### config.mk
export PLATFORM = sky130hd
export DESIGN_NAME = crc32_word_stream_flat
export DESIGN_NICKNAME = d
export VERILOG_FILES = /design/src/sv/crcw_pkg.sv /design/src/sv/crcw_req_if.sv /design/src/sv/crcw_rsp_if.sv /design/src/sv/crcw_fold.sv /design/src/sv/crc32_word_stream.sv /design/src/flat_wrapper.sv
export SDC_FILE = /design/constraint.sdc
export NUM_CORES = 1
export LEC_CHECK = 0
export CELL_PAD_IN_SITES_DETAIL_PLACEMENT = 0
export CELL_PAD_IN_SITES_GLOBAL_PLACEMENT = 1
export CORE_UTILIZATION = 40
export CTS_CLUSTER_SIZE = 28
export DETAILED_ROUTE_END_ITERATION = 10
export DONT_BUFFER_PORTS = 1
export PLACE_DENSITY_LB_ADDON = 0.08
export SLEW_MARGIN = 20
export SYNTH_ARGS = -nofsm -noshare
export SYNTH_HDL_FRONTEND = slang
export SYNTH_SLANG_ARGS = --single-unit
export TNS_END_PERCENT = 20
### constraint.sdc
create_clock -name clock -period 18.3 [get_ports clock]
set_clock_uncertainty 0.05 [all_clocks]
set_input_delay 0.915 -clock clock [delete_from_list [all_inputs] [get_ports clock]]
set_output_delay 0.915 -clock clock [all_outputs]
set_load 0.02 [all_outputs]
### src/sv/crcw_pkg.sv
// package for the crc32 word stream block: widths, polynomial and byte table
`timescale 1ns / 1ps
package crcw_pkg;

   localparam int WORD_BYTES  = 8;
   localparam int DATA_W      = 8 * WORD_BYTES;
   localparam int CRC_W       = 32;
   localparam int COUNT_W     = 4;
   localparam logic [CRC_W-1:0] CRC_POLY = 32'hEDB88320;

   // entry of the reflected byte table: eight lsb-first shifts of an 8-bit index
   function automatic logic [CRC_W-1:0] crc_byte_table(input logic [7:0] idx);
      logic [CRC_W-1:0] r;
      r = {24'd0, idx};
      for (int b = 0; b < 8; b++) begin
         if (r[0]) begin
            r = (r >> 1) ^ CRC_POLY;
         end else begin
            r = r >> 1;
         end
      end
      return r;
   endfunction

endpackage

### src/sv/crcw_req_if.sv
// request channel interface: message word and framing fields
`timescale 1ns / 1ps
interface crcw_req_if;
   logic        valid;
   logic        ready;
   logic [63:0] data_word;
   logic        first_word;
   logic [31:0] start_value;
   logic        last_word;
   logic [3:0]  valid_bytes;

   modport source (output valid, data_word, first_word, start_value, last_word,
                   valid_bytes, input ready);
   modport sink (input valid, data_word, first_word, start_value, last_word,
                 valid_bytes, output ready);
endinterface

### src/sv/crcw_rsp_if.sv
// response channel interface: finished crc value
`timescale 1ns / 1ps
interface crcw_rsp_if;
   logic        valid;
   logic        ready;
   logic [31:0] crc_value;

   modport source (output valid, crc_value, input ready);
   modport sink (input valid, crc_value, output ready);
endinterface

### src/sv/crcw_fold.sv
// folds up to eight bytes of one word into the crc, one byte lane after another
`timescale 1ns / 1ps
module crcw_fold (
   input  logic [crcw_pkg::CRC_W-1:0]   crc_in,
   input  logic [crcw_pkg::DATA_W-1:0]  data_word,
   input  logic [crcw_pkg::COUNT_W-1:0] valid_bytes,
   output logic [crcw_pkg::CRC_W-1:0]   crc_out
);
   import crcw_pkg::*;

   logic [COUNT_W-1:0] count;

   // counts above a full word fold the whole word
   assign count = (valid_bytes > COUNT_W'(WORD_BYTES)) ? COUNT_W'(WORD_BYTES) : valid_bytes;

   always_comb begin
      logic [CRC_W-1:0] r;
      logic [7:0]       lane_byte;
      r = crc_in;
      for (int k = 0; k < WORD_BYTES; k++) begin
         lane_byte = data_word[8*k +: 8];
         if (COUNT_W'(k) < count) begin
            r = (r >> 8) ^ crc_byte_table(r[7:0] ^ lane_byte);
         end
      end
      crc_out = r;
   end

endmodule

### src/sv/crc32_word_stream.sv
// top level: reflected crc-32 over a stream of 64-bit message words
//
//   channel  dir  handshake     payload
//   req_ch   in   valid/ready   data_word[63:0] first_word start_value[31:0]
//                               last_word valid_bytes[3:0]
//   rsp_ch   out  valid/ready   crc_value[31:0]
//
// one request per cycle while no held last word waits on a stalled response; a request
// waits in the input register, and its bytes are folded into the crc register as it advances
// a request reaches the response through the input register and then the result register
// the crc register feeds back combinationally through the eight-lane fold
// reset (synchronous, active high) clears the crc register and both valid flags
// a stalled response holds only requests that carry last_word; others keep flowing
`timescale 1ns / 1ps
module crc32_word_stream (
   input logic clock,
   input logic reset,
   crcw_req_if.sink   req_ch,
   crcw_rsp_if.source rsp_ch
);
   import crcw_pkg::*;

   // input register
   logic               in_valid_ff, in_valid_in;
   logic [DATA_W-1:0]  in_data_ff;
   logic               in_first_ff;
   logic [CRC_W-1:0]   in_start_ff;
   logic               in_last_ff;
   logic [COUNT_W-1:0] in_count_ff;

   // running crc and result register
   logic [CRC_W-1:0]   crc_ff, crc_in;
   logic               out_valid_ff, out_valid_in;
   logic [CRC_W-1:0]   out_crc_ff;

   logic               advance;
   logic               take_req;
   logic [CRC_W-1:0]   crc_base;
   logic [CRC_W-1:0]   crc_next;

   // a held word moves on unless it ends a message and the result slot is stuck
   assign advance  = in_valid_ff && (!in_last_ff || !out_valid_ff || rsp_ch.ready);
   assign req_ch.ready = !in_valid_ff || advance;
   assign take_req = req_ch.valid && req_ch.ready;

   // first word restarts from its start value
   assign crc_base = in_first_ff ? in_start_ff : crc_ff;

   crcw_fold u_fold (
      .crc_in      (crc_base),
      .data_word   (in_data_ff),
      .valid_bytes (in_count_ff),
      .crc_out     (crc_next)
   );

   assign in_valid_in  = take_req || (in_valid_ff && !advance);
   assign crc_in       = advance ? crc_next : crc_ff;
   assign out_valid_in = (advance && in_last_ff) || (out_valid_ff && !rsp_ch.ready);

   always_ff @(posedge clock) begin
      if (reset) begin
         in_valid_ff  <= 1'b0;
         out_valid_ff <= 1'b0;
         crc_ff       <= '0;
      end else begin
         in_valid_ff  <= in_valid_in;
         out_valid_ff <= out_valid_in;
         crc_ff       <= crc_in;
      end
   end

   // payload registers
   always_ff @(posedge clock) begin
      if (take_req) begin
         in_data_ff  <= req_ch.data_word;
         in_first_ff <= req_ch.first_word;
         in_start_ff <= req_ch.start_value;
         in_last_ff  <= req_ch.last_word;
         in_count_ff <= req_ch.valid_bytes;
      end
      if (advance && in_last_ff) begin
         out_crc_ff <= crc_next;
      end
   end

   assign rsp_ch.valid     = out_valid_ff;
   assign rsp_ch.crc_value = out_crc_ff;

   // an empty input register always takes a request
   a_ready_when_empty: assert property (@(posedge clock) disable iff (reset)
      !in_valid_ff |-> req_ch.ready)
      else $error("request refused with empty input register");

   // a message end produces a response carrying the folded crc
   a_last_emits: assert property (@(posedge clock) disable iff (reset)
      advance && in_last_ff |=> out_valid_ff && out_crc_ff == $past(crc_next))
      else $error("last word did not load the result register");

   // every advancing word updates the running crc
   a_crc_update: assert property (@(posedge clock) disable iff (reset)
      advance |=> crc_ff == $past(crc_next))
      else $error("crc register missed an update");

   // the crc holds while no word moves
   a_crc_hold: assert property (@(posedge clock) disable iff (reset)
      !advance |=> $stable(crc_ff))
      else $error("crc register changed without a word");

   // reset empties both stages
   a_reset_clear: assert property (@(posedge clock)
      reset |=> !in_valid_ff && !out_valid_ff && crc_ff == '0)
      else $error("reset left pipeline state");

endmodule

### src/flat_wrapper.sv
// flat-port wrapper written by rule: the top's interface ports become plain ports
module crc32_word_stream_flat import crcw_pkg::*;
  (clock, reset, req_ch_valid, req_ch_data_word, req_ch_first_word, req_ch_start_value, req_ch_last_word, req_ch_valid_bytes, req_ch_ready, rsp_ch_valid, rsp_ch_crc_value, rsp_ch_ready);
  crcw_req_if req_ch_i ();
  crcw_rsp_if rsp_ch_i ();
  input logic clock;
  input logic reset;
  input wire logic [$bits(req_ch_i.valid)-1:0] req_ch_valid;
  input wire logic [$bits(req_ch_i.data_word)-1:0] req_ch_data_word;
  input wire logic [$bits(req_ch_i.first_word)-1:0] req_ch_first_word;
  input wire logic [$bits(req_ch_i.start_value)-1:0] req_ch_start_value;
  input wire logic [$bits(req_ch_i.last_word)-1:0] req_ch_last_word;
  input wire logic [$bits(req_ch_i.valid_bytes)-1:0] req_ch_valid_bytes;
  output wire logic [$bits(req_ch_i.ready)-1:0] req_ch_ready;
  output wire logic [$bits(rsp_ch_i.valid)-1:0] rsp_ch_valid;
  output wire logic [$bits(rsp_ch_i.crc_value)-1:0] rsp_ch_crc_value;
  input wire logic [$bits(rsp_ch_i.ready)-1:0] rsp_ch_ready;
  assign req_ch_i.valid = req_ch_valid;
  assign req_ch_i.data_word = req_ch_data_word;
  assign req_ch_i.first_word = req_ch_first_word;
  assign req_ch_i.start_value = req_ch_start_value;
  assign req_ch_i.last_word = req_ch_last_word;
  assign req_ch_i.valid_bytes = req_ch_valid_bytes;
  assign req_ch_ready = req_ch_i.ready;
  assign rsp_ch_valid = rsp_ch_i.valid;
  assign rsp_ch_crc_value = rsp_ch_i.crc_value;
  assign rsp_ch_i.ready = rsp_ch_ready;
  crc32_word_stream u_core (.clock(clock), .reset(reset), .req_ch(req_ch_i), .rsp_ch(rsp_ch_i));
endmodule
==> summary.txt <==
Status
  – Run status: finished, final reports clean

Clocking
  – CTS Buf Count: 17
  – CTS Buffer Depth: 2
  – Clk root buf: clkbuf_16
  – Clk sinks: 168
  – Clock Latency Late Sink: between 0.4 and 0.5 ns
  – Buffer count from post-CTS setup fixing: 0
  – Post-CTS Resized: 0
  – Reg clk slew, reported paths: approximately 0.080 ns
  – Hold buffers post-CTS: 0
  – H-tree depth: 4
  – TritonCTS clock tree: done

Layout
  – Commonest non-fill, non-tap cell in the layout: xnor2_1
  – Filler instances: ~4.4k
  – Number of diodes: 0
  – Most frequent cells in the layout: xnor2_1, nor2_1, xor2_1, edfxtp_1, nand2_1
  – Nets: about 1.9k
  – Share of layout cells above drive strength 1: a little over a tenth
  – Area Overhead vs Synth: 6.14%

Worst setup path
  – R2R Path End: u_core.crc_ff[3]
  – Worst reg-to-reg path cell count: 30
  – FF-to-FF setup slack: roughly 5.8 ns
  – Crit path max-delay cell type: xor2_1
  – WP data arrival: around 13 ns
  – Crit end category: register
  – CP max FO: 61
  – Setup CP Type: reg -> reg
  – Required time worst endpoint: 18.62 ns
  – Reg2reg start: u_core.in_first_ff
  – Startpoint types: register
  – CP max stage delay: between 0.9 and 1 ns

Timing
  – TNS Setup: 0 ns
  – Final setup vio count: 0
  – Tmin final: 12.51 ns
  – Final Hold Violating Endpoints: 0
  – Slew Limit Fails: 0
  – F_max: roughly 0.08 GHz
  – Final worst setup slack: 5.79 ns
  – Actual slew at the worst max-slew pin: 1.11 ns
  – RSZ-0062 raised after global routing: no
  – Final period util: 68.4%
  – Slew margin rel.: between 20% and 30%

Floorplan
  – Row count: 77
  – CORE AREA: about 0.045 sq mm
  – Starting Density: roughly 40%
  – I/O Pins: 140
  – Die area: between 0.04 and 0.05 sq mm
  – Die height: approximately 220 um
  – Chip Width: around 220 um

Global routing
  – Total GRT Usage: ~26%
  – Initial antenna violation count: 0
  – Wire length of the first global-routing pass: between 80,000 and 90,000 um
  – Largest net degree at the start of global routing: 75
  – Vias in the first global route: approximately 13k
  – Final global-route overflow total: 0

Drt
  – Vias: between 10k and 15k
  – DR vias/cell: about 5.6
  – DR WL/cell: 24.7 um
  – Total Routed Length: around 60,000 um
  – Antenna-violating nets left: 0
  – Residual DRC count: 0
  – First-pass iteration count of the detailed router: 4
  – Initial DRC count: between 800 and 900

Yosys
  – Dominant synthesized flop cell: edfxtp_1
  – Post-synth EDFFs: 134
  – Mapped Avg Cell Area: 9.75 sq um
  – Unique cell type count in the Yosys netlist: slightly above 90
  – Syn Inst Count: approximately 1.9k
  – Seq/Total Area, Yosys: 25.9%
  – Ys async rst share: 0%
  – Synth warnings: 0
  – Register bit total from synthesis: 168
  – Mapped Area: between 0.015 and 0.02 sq mm
  – Syn_nets: about 2.0k

Min path
  – Worst hold path class: reg -> reg
  – End of the worst hold path: u_core.crc_ff[31]
  – Min-Delay Path Depth: 2
  – Hold Crit Start: u_core.crc_ff[31]

Placed design
  – Dpl hpwl: 47,300 um
  – Port bufs: 0
  – RePlAce Congestion: roughly 0.91
  – Placement Setup Slack: just over 6 ns

Job
  – Maxcap violations: 0
## sequential cells by signal, summed over array words and instances, names as in the netlist
name / count
u_core.rsp_ch.valid: 1
u_core.in_first_ff: 1
u_core.in_last_ff: 1
u_core.in_data_ff: 64
u_core.in_start_ff: 32
u_core.in_count_ff: 4
u_core.crc_ff: 32
u_core.rsp_ch.crc_value: 32
u_core.in_valid_ff: 1
## final cells by class
type                    count  area, sq um  area share, %
multi-input cells        1582        13000           67.5
clock buffers              17          425           2.20
clock inverters            15          181          0.940
flip-flops and latches    168         4700           24.4
repair buffers             24          180          0.933
well taps                 592          741           3.84
inverters                  12         45.0          0.233
## worst max-delay path: cells and delay by family, from the launching register on
family	cells	cell delay [ns]
buffers and inverters	1	0.70
xor gates and xnor gates	11	4.78
AOI/OAI and AO/OA	8	3.31
muxes	3	0.83
DFF	1	0.32
and+or+nand+nor	7	2.36
## logic make-up (layout without fill, tap and decap cells)
logic type / Yosys count / in the layout / share of synthesized area (%)
AND/OR/NAND/NOR: 504 / 504 / 13.6
flip-flops: 168 / 168 / 25.9
AO/OA/AOI/OAI: 372 / 372 / 13.8
multiplexers: 131 / 131 / 7.81
XOR/XNOR: 575 / 575 / 36.2
buffers and inverters: 116 / 68 / 2.76
## cell usage after synthesis (17+ instances only)
master | n | area share (%)
mux2_2 | 28 | 1.7
a21oi_1 | 112 | 3.1
and2_1 | 25 | 0.86
a21o_1 | 23 | 0.95
o211ai_1 | 24 | 0.99
and3_1 | 17 | 0.58
xnor2_2 | 18 | 1.6
mux2i_1 | 95 | 5.2
nor3_1 | 34 | 0.94
xnor2_1 | 316 | 15
xor2_1 | 142 | 6.8
a31oi_1 | 17 | 0.58
xnor3_1 | 71 | 8.8
or3_1 | 20 | 0.69
nor2_1 | 172 | 3.5
clkbuf_1 | 68 | 1.4
dfxtp_1 | 34 | 3.7
edfxtp_1 | 134 | 22
a211oi_1 | 23 | 0.95
o21ai_0 | 68 | 1.9
nand2_1 | 118 | 2.4
nand3_1 | 34 | 0.94
## metrics by stage
step           instances  area (sq um)  utilization, %  hold slack (ns)
5_1_grt             2410         19300            43.4            0.418
3_3_place_gp        2378         18700            42.0            0.388
3_5_place_dp        2378         18700            42.0            0.401
2_1_floorplan       1866         18200               -            0.381
4_1_cts             2410         19300            43.4            0.406
6_report            2410         19300            43.4            0.413
## worst max-delay path by stage
stage	cells after the start	endpoint	slack, ns	start
global placement	30	u_core.crc_ff[18]	6.16	u_core.in_first_ff
CTS	30	u_core.crc_ff[3]	5.99	u_core.in_first_ff
floorplan	30	u_core.crc_ff[18]	8.57	u_core.in_first_ff
global route	30	u_core.crc_ff[19]	5.13	u_core.in_first_ff
finish	30	u_core.crc_ff[3]	5.79	u_core.in_first_ff
detailed placement	30	u_core.crc_ff[3]	6.05	u_core.in_first_ff
## routing by layer
metal / share of wire, % / GRT usage [%] / up-vias / wire length (um)
met5: 0 / 0 / - / 0
met4: 2.3 / 8.04 / 0 / 1360
met1: 47 / 36.1 / 6593 / 28000
met2: 46 / 41.0 / 344 / 27400
met3: 4.8 / 4.61 / 54 / 2880
li1: - / - / 6501 / -
Power is left out: the tool's default activity adds up to more than one toggle a clock period on the data nets, which glitch-free logic cannot reach.
